==> src/rtl/fastcgi_response_deframer_top_macros.svh <==
// Assertion macros shared by the response deframer modules.
`ifndef FASTCGI_RESPONSE_DEFRAMER_TOP_MACROS_SVH
`define FASTCGI_RESPONSE_DEFRAMER_TOP_MACROS_SVH
`ifndef SYNTH
`define FCGI_ASSERT(label, prop) \
   label: assert property (@(posedge clock) disable iff (reset) (prop)) \
      else $error("fcgi deframer: property violated");
`define FCGI_NEVER(label, cond) \
   label: assert property (@(posedge clock) disable iff (reset) !(cond)) \
      else $error("fcgi deframer: forbidden condition seen");
`else
`define FCGI_ASSERT(label, prop)
`define FCGI_NEVER(label, cond)
`endif
`endif

==> src/rtl/fcgi_rd_pkg.sv <==
// Shared types and constants of the FastCGI response deframer.
package fcgi_rd_pkg;

   localparam int unsigned ByteW   = 8;
   localparam int unsigned ReqIdW  = 16;
   localparam int unsigned LenW    = 16;
   localparam int unsigned HdrIdxW = 3;

   localparam logic [ReqIdW-1:0] REQ_ID_RESET = 16'd1;

   localparam logic [ByteW-1:0] FCGI_VERSION     = 8'd1;
   localparam logic [ByteW-1:0] TYPE_ABORT       = 8'd2;
   localparam logic [ByteW-1:0] TYPE_END_REQUEST = 8'd3;
   localparam logic [ByteW-1:0] TYPE_STDOUT      = 8'd6;

   // byte positions within the 8-byte record header
   localparam logic [HdrIdxW-1:0] HDR_VERSION  = 3'd0;
   localparam logic [HdrIdxW-1:0] HDR_TYPE     = 3'd1;
   localparam logic [HdrIdxW-1:0] HDR_ID_HI    = 3'd2;
   localparam logic [HdrIdxW-1:0] HDR_ID_LO    = 3'd3;
   localparam logic [HdrIdxW-1:0] HDR_LEN_HI   = 3'd4;
   localparam logic [HdrIdxW-1:0] HDR_LEN_LO   = 3'd5;
   localparam logic [HdrIdxW-1:0] HDR_PAD_LEN  = 3'd6;
   localparam logic [HdrIdxW-1:0] HDR_RESERVED = 3'd7;

   typedef enum logic [2:0] {
      ST_RUNNING     = 3'd0,
      ST_DONE        = 3'd1,
      ST_BAD_VERSION = 3'd2,
      ST_ID_MISMATCH = 3'd3,
      ST_ABORT       = 3'd4,
      ST_UNKNOWN     = 3'd5
   } status_type;

   typedef struct packed {
      logic             payload_valid;
      logic [ByteW-1:0] payload_byte;
      status_type       status;
   } rsp_type;

endpackage

==> src/rtl/fcgi_rd_parser.sv <==
// Record parser: per-byte state update and result of one request.
`include "fastcgi_response_deframer_top_macros.svh"

module fcgi_rd_parser (
   input  logic                            clock,
   input  logic                            reset,
   input  logic                            accept,
   input  logic [fcgi_rd_pkg::ByteW-1:0]   data_byte,
   input  logic                            restart,
   input  logic [fcgi_rd_pkg::ReqIdW-1:0]  expected_id,
   output fcgi_rd_pkg::rsp_type            result
);
   import fcgi_rd_pkg::*;

   typedef enum logic [1:0] {
      PH_HEADER  = 2'd0,
      PH_CONTENT = 2'd1,
      PH_PADDING = 2'd2,
      PH_HALTED  = 2'd3
   } phase_type;

   phase_type          phase_ff, phase_in, phase_cur;
   logic [HdrIdxW-1:0] hdr_idx_ff, hdr_idx_in, hdr_idx_cur;
   logic [ByteW-1:0]   id_high_ff, id_high_in, id_high_cur;
   logic [ByteW-1:0]   rec_type_ff, rec_type_in, rec_type_cur;
   logic [LenW-1:0]    content_left_ff, content_left_in, content_left_cur;
   logic [ByteW-1:0]   padding_left_ff, padding_left_in, padding_left_cur;
   status_type         status_ff, status_in, status_cur;
   logic               valid_out;

   // clear the parse state ahead of a restart byte
   always_comb begin
      phase_cur        = phase_ff;
      hdr_idx_cur      = hdr_idx_ff;
      id_high_cur      = id_high_ff;
      rec_type_cur     = rec_type_ff;
      content_left_cur = content_left_ff;
      padding_left_cur = padding_left_ff;
      status_cur       = status_ff;
      if (restart) begin
         phase_cur        = PH_HEADER;
         hdr_idx_cur      = '0;
         id_high_cur      = '0;
         rec_type_cur     = '0;
         content_left_cur = '0;
         padding_left_cur = '0;
         status_cur       = ST_RUNNING;
      end
   end

   // advance the record walk by one byte
   always_comb begin
      phase_in        = phase_cur;
      hdr_idx_in      = hdr_idx_cur;
      id_high_in      = id_high_cur;
      rec_type_in     = rec_type_cur;
      content_left_in = content_left_cur;
      padding_left_in = padding_left_cur;
      status_in       = status_cur;
      valid_out       = 1'b0;
      case (phase_cur)
         PH_HEADER: begin
            hdr_idx_in = hdr_idx_cur + HdrIdxW'(1);
            case (hdr_idx_cur)
               HDR_VERSION: begin
                  if (data_byte != FCGI_VERSION) begin
                     status_in = ST_BAD_VERSION;
                     phase_in  = PH_HALTED;
                  end
               end
               HDR_TYPE:    rec_type_in = data_byte;
               HDR_ID_HI:   id_high_in  = data_byte;
               HDR_ID_LO: begin
                  if ({id_high_cur, data_byte} != expected_id) begin
                     status_in = ST_ID_MISMATCH;
                     phase_in  = PH_HALTED;
                  end
               end
               HDR_LEN_HI:  content_left_in = {data_byte, content_left_cur[ByteW-1:0]};
               HDR_LEN_LO:  content_left_in = {content_left_cur[LenW-1:ByteW], data_byte};
               HDR_PAD_LEN: padding_left_in = data_byte;
               default: begin
                  // reserved byte closes the header: dispatch on record type
                  if (rec_type_cur == TYPE_END_REQUEST) begin
                     status_in = ST_DONE;
                     phase_in  = PH_HALTED;
                  end else if (rec_type_cur == TYPE_ABORT) begin
                     status_in = ST_ABORT;
                     phase_in  = PH_HALTED;
                  end else if (rec_type_cur != TYPE_STDOUT) begin
                     status_in = ST_UNKNOWN;
                     phase_in  = PH_HALTED;
                  end else if (content_left_cur != '0) begin
                     phase_in = PH_CONTENT;
                  end else begin
                     // empty STDOUT record still skips its padding
                     phase_in   = (padding_left_cur != '0) ? PH_PADDING : PH_HEADER;
                     hdr_idx_in = '0;
                  end
               end
            endcase
         end
         PH_CONTENT: begin
            valid_out       = 1'b1;
            content_left_in = content_left_cur - LenW'(1);
            if (content_left_cur == LenW'(1)) begin
               phase_in   = (padding_left_cur != '0) ? PH_PADDING : PH_HEADER;
               hdr_idx_in = '0;
            end
         end
         PH_PADDING: begin
            padding_left_in = padding_left_cur - ByteW'(1);
            if (padding_left_cur == ByteW'(1)) begin
               phase_in   = PH_HEADER;
               hdr_idx_in = '0;
            end
         end
         default: begin
            // halted: hold everything until restart
         end
      endcase
   end

   // form the result of this request
   always_comb begin
      result.payload_valid = valid_out;
      result.payload_byte  = valid_out ? data_byte : '0;
      result.status        = status_in;
   end

   // hold parse state, update on each accepted request
   always_ff @(posedge clock) begin
      if (reset) begin
         phase_ff        <= PH_HEADER;
         hdr_idx_ff      <= '0;
         id_high_ff      <= '0;
         rec_type_ff     <= '0;
         content_left_ff <= '0;
         padding_left_ff <= '0;
         status_ff       <= ST_RUNNING;
      end else if (accept) begin
         phase_ff        <= phase_in;
         hdr_idx_ff      <= hdr_idx_in;
         id_high_ff      <= id_high_in;
         rec_type_ff     <= rec_type_in;
         content_left_ff <= content_left_in;
         padding_left_ff <= padding_left_in;
         status_ff       <= status_in;
      end
   end

   `FCGI_ASSERT(a_error_halts, (status_ff != ST_RUNNING) |-> (phase_ff == PH_HALTED))
   `FCGI_ASSERT(a_payload_in_content, result.payload_valid |-> (phase_ff == PH_CONTENT && !restart))
   `FCGI_NEVER(a_content_empty, phase_ff == PH_CONTENT && content_left_ff == '0)
   `FCGI_NEVER(a_padding_empty, phase_ff == PH_PADDING && padding_left_ff == '0)

endmodule

==> src/rtl/fastcgi_response_deframer_top.sv <==
// Top level of the FastCGI response deframer: handshake, CSR and result register.
// The result of an accepted request is registered and shows in the next cycle.
// One byte per cycle unless stalled; the per-byte parser update is the only loop.
// The result register decouples the sides: a new request is taken while a result waits
// unless that result is stalled. Synchronous active-high reset returns the parser to
// header phase with status running and sets the expected request id to 1.
`include "fastcgi_response_deframer_top_macros.svh"

module fastcgi_response_deframer_top (
   input  logic                            clock,
   input  logic                            reset,
   input  logic                            req_valid,
   output logic                            req_stall,
   input  logic [fcgi_rd_pkg::ByteW-1:0]   req_data_byte,
   input  logic                            req_restart,
   output logic                            rsp_valid,
   input  logic                            rsp_stall,
   output logic                            rsp_payload_valid,
   output logic [fcgi_rd_pkg::ByteW-1:0]   rsp_payload_byte,
   output logic [2:0]                      rsp_status,
   input  logic                            csr_valid,
   output logic                            csr_ready,
   input  logic [fcgi_rd_pkg::ReqIdW-1:0]  csr_data
);
   import fcgi_rd_pkg::*;

   logic              accept;
   logic              rsp_valid_ff, rsp_valid_in;
   rsp_type           rsp_ff, rsp_in;
   logic [ReqIdW-1:0] req_id_ff;

   // take a request unless a finished result is stalled
   assign req_stall = rsp_valid_ff & rsp_stall;
   assign accept    = req_valid & ~req_stall;
   assign csr_ready = 1'b1;

   fcgi_rd_parser u_parser (
      .clock       (clock),
      .reset       (reset),
      .accept      (accept),
      .data_byte   (req_data_byte),
      .restart     (req_restart),
      .expected_id (req_id_ff),
      .result      (rsp_in)
   );

   // hold the expected request id
   always_ff @(posedge clock) begin
      if (reset) begin
         req_id_ff <= REQ_ID_RESET;
      end else if (csr_valid && csr_ready) begin
         req_id_ff <= csr_data;
      end
   end

   // keep the result until taken, load a new one on accept
   assign rsp_valid_in = accept | (rsp_valid_ff & rsp_stall);

   always_ff @(posedge clock) begin
      if (reset) begin
         rsp_valid_ff <= 1'b0;
      end else begin
         rsp_valid_ff <= rsp_valid_in;
      end
   end

   always_ff @(posedge clock) begin
      if (accept) begin
         rsp_ff <= rsp_in;
      end
   end

   assign rsp_valid         = rsp_valid_ff;
   assign rsp_payload_valid = rsp_ff.payload_valid;
   assign rsp_payload_byte  = rsp_ff.payload_byte;
   assign rsp_status        = rsp_ff.status;

   `FCGI_ASSERT(a_accept_fills, accept |=> rsp_valid_ff)
   `FCGI_ASSERT(a_stalled_kept, (rsp_valid_ff && rsp_stall) |=> rsp_valid_ff)
   `FCGI_NEVER(a_idle_byte_zero, rsp_valid_ff && !rsp_ff.payload_valid && rsp_ff.payload_byte != '0)

endmodule

==> config.mk <==
export PLATFORM = sky130hd
export DESIGN_NAME = fastcgi_response_deframer_top
export DESIGN_NICKNAME = d
export VERILOG_FILES = /design/src/rtl/fcgi_rd_pkg.sv /design/src/rtl/fcgi_rd_parser.sv /design/src/rtl/fastcgi_response_deframer_top.sv
export VERILOG_INCLUDE_DIRS = /design/src /design/src/rtl
export SDC_FILE = /design/constraint.sdc
export NUM_CORES = 1
export LEC_CHECK = 0
export BUFFER_PORTS_ARGS = -buffer_cell sky130_fd_sc_hd__buf_2
export CORE_MARGIN = 2
export CORE_UTILIZATION = 60
export CTS_BUF_LIST = sky130_fd_sc_hd__clkbuf_8
export CTS_CLUSTER_SIZE = 40
export DETAILED_ROUTE_END_ITERATION = 7
export PLACE_DENSITY = 0.81
export SYNTH_ARGS = -nofsm -noshare
export SYNTH_HDL_FRONTEND = slang
export SYNTH_HIERARCHICAL = 1
export SYNTH_SLANG_ARGS = --single-unit
==> constraint.sdc <==
create_clock -name clock -period 3 [get_ports clock]
set_input_delay 0.3 -clock clock [delete_from_list [all_inputs] [get_ports clock]]
set_output_delay 0.3 -clock clock [all_outputs]
set_load 0.05 [all_outputs]
After elaboration in Yosys (flattened, before gate mapping)

Index checks and enable logic that the tools add are counted.

Reductions and logical operators: 6
Bitwise operators: 4
Equal/unequal tests: 15
Muxes and demuxes: 42
$add $sub $neg: 3

Operators with widths:

| cell                  | count |
|---|---|
| $mux 8                | 8 |
| $pmux 16 s2           | 2 |
| $mux 3                | 15 |
| $mux 2                | 10 |
| $pmux 3 s3            | 2 |
| $eq 16x1->1 const B   | 1 |
| $eq 8x2->1 const B    | 2 |
| $mux 16               | 1 |
| $ne 16x16->1          | 1 |
| $pmux 8 s2            | 1 |
| $reduce_bool 16->1    | 1 |
| $sub 16x1->16 const B | 1 |
| $pmux 2 s3            | 2 |
| $eq 3x3->1 const B    | 3 |
| $eq 8x1->1 const B    | 1 |
| $ne 8x1->1 const B    | 1 |
| $ne 8x3->1 const B    | 1 |
| $reduce_bool 8->1     | 1 |
| $sub 8x1->8 const B   | 1 |
| $reduce_or 7->1       | 1 |
| $eq 3x2->1 const B    | 2 |
| $reduce_or 5->1       | 1 |
| $add 3x1->3 const B   | 1 |
| $eq 3x1->1 const B    | 1 |
| 8 further kinds       | 9 |

Bits in registers: 77
Output and inout port bits: 15
Word-level logic and storage cells: 82

Depth between registers and ports, before layout

Depth in word-level cells: 9
Depth in mapped cells: 14
Gate-level depth less buffers: 10

Modules after synthesis

Netlist, hierarchy kept.

Modules (own cells, without submodules):

| module                        | area an instance (um^2) | instances | sequential area each (um^2) | cells each |
|---|---|---|---|---|
| fcgi_rd_parser                | 3538.4                  | 1         | 960.9                       | 479 |
| fastcgi_response_deframer_top | 996.0                   | 1         | 700.7                       | 71 |

Worst setup path after synthesis

Ideal clock, no wire load.

Kind: flip-flop to flip-flop
From: register rsp_valid_ff (netlist: rsp_valid)
To: register u_parser.content_left_ff[10]
Arrival time: 2656 ps
Stages on the path, launching flop included: 8
Path slack: 273 ps
Required time: 2929 ps
Path buffers: 2
Setup time: 71 ps
Path through: dfxtp_1 > and2_1 > nor2b_1 > and2_1 > clkbuf_1 > clkbuf_1 > o21ai_0 > a21oi_1

Word-level cells in the longest chain between the ends: 3

Ends and longest elaborated chain:

| element                  | RTL line                            | RTL |
|---|---|---|
| start: declaration       | fastcgi_response_deframer_top.sv:28 | `logic rsp_valid_ff, rsp_valid_in;` |
| start signal: assignment | fastcgi_response_deframer_top.sv:63 | `rsp_valid_ff <= rsp_valid_in;` |
| $and 1x1->1              | fastcgi_response_deframer_top.sv:33 | `assign req_stall = rsp_valid_ff & rsp_stall;` |
| named net req_stall      | fastcgi_response_deframer_top.sv:13 | `output logic req_stall,` |
| $not 1->1                | fastcgi_response_deframer_top.sv:34 | `assign accept = req_valid & ~req_stall;` |
| $and 1x1->1              | fastcgi_response_deframer_top.sv:34 |  |
| named net accept         | fastcgi_response_deframer_top.sv:27 | `logic accept;` |
| end signal: assignment   | fcgi_rd_parser.sv:146               | `content_left_ff <= content_left_in;` |
| end: declaration         | fcgi_rd_parser.sv:26                | `logic [LenW-1:0] content_left_ff, content_left_in, content_left_cur;` |

The timed path passes the listed nets, and every way through them passes these cells.
A chain may end at the register's enable or synchronous reset.

Final worst setup path

From: register u_parser.content_left_ff[4]
To: register u_parser.hdr_idx_ff[2]

Word-level cells in the longest chain between the ends: 8

Ends and longest elaborated chain:

| element                | RTL line              | RTL |
|---|---|---|
| $mux 16 (*)            | fcgi_rd_parser.sv:40  | `if (restart) begin` |
| $reduce_bool 16->1     | fcgi_rd_parser.sv:93  | `end else if (content_left_cur != '0) begin` |
| $mux 3                 | fcgi_rd_parser.sv:93  |  |
| $mux 3                 | fcgi_rd_parser.sv:90  | `end else if (rec_type_cur != TYPE_STDOUT) begin` |
| $mux 3                 | fcgi_rd_parser.sv:87  | `end else if (rec_type_cur == TYPE_ABORT) begin` |
| $mux 3                 | fcgi_rd_parser.sv:84  | `if (rec_type_cur == TYPE_END_REQUEST) begin` |
| $mux 3                 | fcgi_rd_parser.sv:64  | `case (hdr_idx_cur)` |
| $pmux 3 s3 (*)         | fcgi_rd_parser.sv:61  | `case (phase_cur)` |
| end signal: assignment | fcgi_rd_parser.sv:143 | `hdr_idx_ff <= hdr_idx_in;` |
| end: declaration       | fcgi_rd_parser.sv:23  | `logic [HdrIdxW-1:0] hdr_idx_ff, hdr_idx_in, hdr_idx_cur;` |

Every way passes the cells marked *; elsewhere a longest branch is shown, timed or not.

==> metrics <==
RSZ-0062 raised after global routing false; EDFF count, synth 12; Die W 90.93 microns; largest net degree at the start of global routing 37; Antenna diodes 0; crit path max fanout 8; top_reg_cell synth dfxtp_1; maxcap violations 0; Total Power 2.611 mW; worst-margin pin slew 0.7595 ns; Total Routed Length 12410 microns; worst reg2reg setup slack 0.64 ns; # DRC 0; Slew Limit Headroom 49.18%; clk sink count 77; combinational power share 23.5%; Fin Setup TNS 0 ns; Synth Cell Area 4534 sq um; via-per-instance ratio 6.470; Detail Route Antenna Nets 0; vias 4380; Fin. Hold Viols 0; clock-pin slew on the worst setup and hold paths 0.09 ns; fmax 423.0 MHz; vias in the first global route 4139; die height 90.93 microns; clk_lat worst skew 0.36 ns; crit-path leading delay family compound AO/OA/AOI/OAI gates; post-cts hold buffer count 0; PostCTS Resize Cnt 0; Setup crit start kind flip-flop; synthesized area per cell 8.244 sq um; Starting Density 62.18%; Initial DRC Count 422; fraction of power spent switching nets 33.68%; reg-to-reg startpoint u_parser/content_left_ff[4]; internal power 1.732 mW; Core Rows 31; cts bufs inserted 9; DR WL/cell 18.33 microns; All-Layer GR Usage 30.05%; initial antenna violation count 0; RR Endpoint u_parser/hdr_idx_ff[2]; slowest stage delay, CP 0.58 ns; first drt pass iteration count 8; Critical Path End Type flip-flop; register bit total from synthesis 77; Power Density 526.1 nW/um^2; Async SR Flop Fraction 0%; CTS tree yes; clock power share 31.5%; CTS root buf clkbuf_8; number of post-CTS setup repair buffers 0; Hold Path Sink rsp_valid; VDD IR max 340.3 uV; Slowest-stage cell, CP nor4_2; port bufs 43; hold depth 3; fin crit share 78.81%; GPL Wtd Cong 0.9651; area of the core 7292 sq um; Req. time, crit path 3.21 ns; Synth Warn # 6; Hold Path Origin req_valid; Crit path buffers/inverters 0; Worst EP arrival 2.58 ns; sequential-to-total area share from yosys stat 36.64%; Longest Clk Path Bufs 2; status finished, final reports clean; r2r worst-path depth 6; syn_nets 590; Sw Pwr 0.8792 mW; die area 8268 sq um; sequence of cells on the critical path nor4_2 -> nand2_1 -> o31ai_4 -> a31oi_1 -> a221oi_1 -> nor3_1; critical path class reg2reg; fin crit period 2.364 ns; share of cells above drive strength 1 14.36%; Flop pwr share 45.0%; Synth cell types 69; # nets final 613; worst min path class in2reg; gr ovfl total 0; Slew Limit Fails 0; WP depth 6; io pins 45; first-pass GRT wire length 20180 microns; Leak 2.010 nW; CTS H-tree lvls 3; Worst Skew 0.01325 ns; Syn-to-layout area delta 9.437%; Setup violations, final 0; hpwl dp 8556 microns; Cells after Synth 550
## cell type report
| type | count | area (sq um) |
|---|---|---|
| clock inverter | 7 | 78.83 |
| inverter | 18 | 67.56 |
| sequential | 77 | 1662 |
| timing repair buffer | 56 | 312.8 |
| clock buffer | 9 | 123.9 |
| multi-input combinational | 411 | 2594 |
| fill | 653 | 2330 |
| tap | 99 | 123.9 |
## power groups by stage
stage                     logic (mW)  clock network, mW  registers (mW)
after global routing           0.667              0.876            1.18
after global placement         0.581                  0            1.20
final                          0.614              0.822            1.18
after CTS                      0.601              0.831            1.17
after detailed placement       0.597                  0            1.20
after floorplan                0.424                  0            1.22
## registers in the layout (all words and copies together) (netlist names), 2 cells and up
| signal | count |
|---|---|
| req_id_ff | 16 |
| rsp_payload_byte | 8 |
| rsp_status | 3 |
| u_parser/content_left_ff | 16 |
| u_parser/hdr_idx_ff | 3 |
| u_parser/id_high_ff | 8 |
| u_parser/padding_left_ff | 8 |
| u_parser/phase_ff | 2 |
| u_parser/rec_type_ff | 8 |
| u_parser/status_ff | 3 |
## cells in the mapped netlist (6+ instances only)
master	n	area, sq um
xor2_1	10	87.58
nor3_1	21	105.1
a31oi_1	8	50.05
clkbuf_1	32	120.1
nor2b_1	7	43.79
nand3_1	8	40.04
a22oi_1	37	277.8
or3_1	8	50.05
xnor2_1	6	52.55
ha_1	10	125.1
o22ai_1	9	56.30
dfxtp_1	65	1301
nand2_1	34	127.6
nor4_1	6	37.54
and3_1	12	75.07
and2_1	8	50.05
nor2_1	75	281.5
mux2i_1	20	200.2
a21oi_1	27	135.1
edfxtp_1	12	360.4
o21ai_0	31	155.2
inv_1	17	63.81
## worst min-delay path, stage by stage
cell,delay (ns)
buf_2,0.08
a21oi_1,0.03
nor2_1,0.07
## worst max path at each step
stage                                start                           end  slack (ns)
2_1_floorplan                    rsp_valid  u_parser/content_left_ff[10]        0.27
3_5_place_dp                   req_restart         u_parser/status_ff[2]        0.41
3_3_place_gp                   req_restart         u_parser/status_ff[0]        0.55
4_1_cts        u_parser/content_left_ff[4]        u_parser/hdr_idx_ff[2]        0.72
5_1_grt                        req_restart                 rsp_status[2]        0.49
6_report       u_parser/content_left_ff[4]        u_parser/hdr_idx_ff[2]        0.64
## through the flow
step           setup slack [ns]  utilization (%)  cell area [sq um]  std cells  hold slack, ns
5_1_grt                  0.4890            68.05               4962        677          0.1544
3_3_place_gp             0.5513            65.27               4760        661          0.4721
3_5_place_dp             0.4059            65.27               4760        661          0.4833
2_1_floorplan            0.2733                -               4534        550          0.4174
6_report                 0.6357            68.05               4962        677          0.1506
4_1_cts                  0.7190            68.05               4962        677          0.1522
## per-layer routing
metal | vias to the layer above | global-route usage (%) | wire, microns
met2 | 252 | 50.43 | 5917
li1 | 2065 | - | -
met3 | 27 | 8.050 | 1206
met4 | 0 | 9.848 | 273
met5 | - | 0 | 0
met1 | 2036 | 37.49 | 5012
## logic make-up (layout without fill, tap and decap cells)
kind of cell	after synthesis	count (layout)	synth area share [%]
buf+inv	62	90	6.208
mux	22	22	4.912
simple gates	199	199	21.52
fa+ha+maj	10	10	2.759
flops	77	77	36.64
xor+xnor	16	16	3.090
compound gates	163	163	24.78
other cells	1	1	0.08270
## placed cells by master, fill, tap and decap left out, types with 3 or more instances in the layout
| master | n |
|---|---|
| nor2b_1 | 6 |
| a21o_1 | 3 |
| mux2i_1 | 20 |
| o21ai_0 | 31 |
| o32ai_1 | 5 |
| o21a_1 | 3 |
| or3_1 | 8 |
| buf_4 | 13 |
| o31ai_1 | 5 |
| a32oi_1 | 3 |
| dfxtp_1 | 65 |
| xor2_1 | 10 |
| nand2b_1 | 3 |
| a221oi_1 | 4 |
| and3_1 | 12 |
| inv_1 | 17 |
| a31oi_1 | 8 |
| nor4b_1 | 3 |
| buf_2 | 43 |
| o211ai_1 | 3 |
| and2_1 | 8 |
| nor4_1 | 6 |
| nor3_1 | 21 |
| xnor2_1 | 6 |
| clkbuf_8 | 9 |
| nand3_1 | 8 |
| o31a_1 | 3 |
| a21oi_1 | 27 |
| nand4_1 | 3 |
| nor2_1 | 75 |
| o22ai_1 | 9 |
| edfxtp_1 | 12 |
| nand2_1 | 34 |
| ha_1 | 10 |
| a22oi_1 | 37 |
| nor3b_1 | 3 |
| inv_6 | 3 |
No activity file was read; power rests on OpenSTA's default activity.
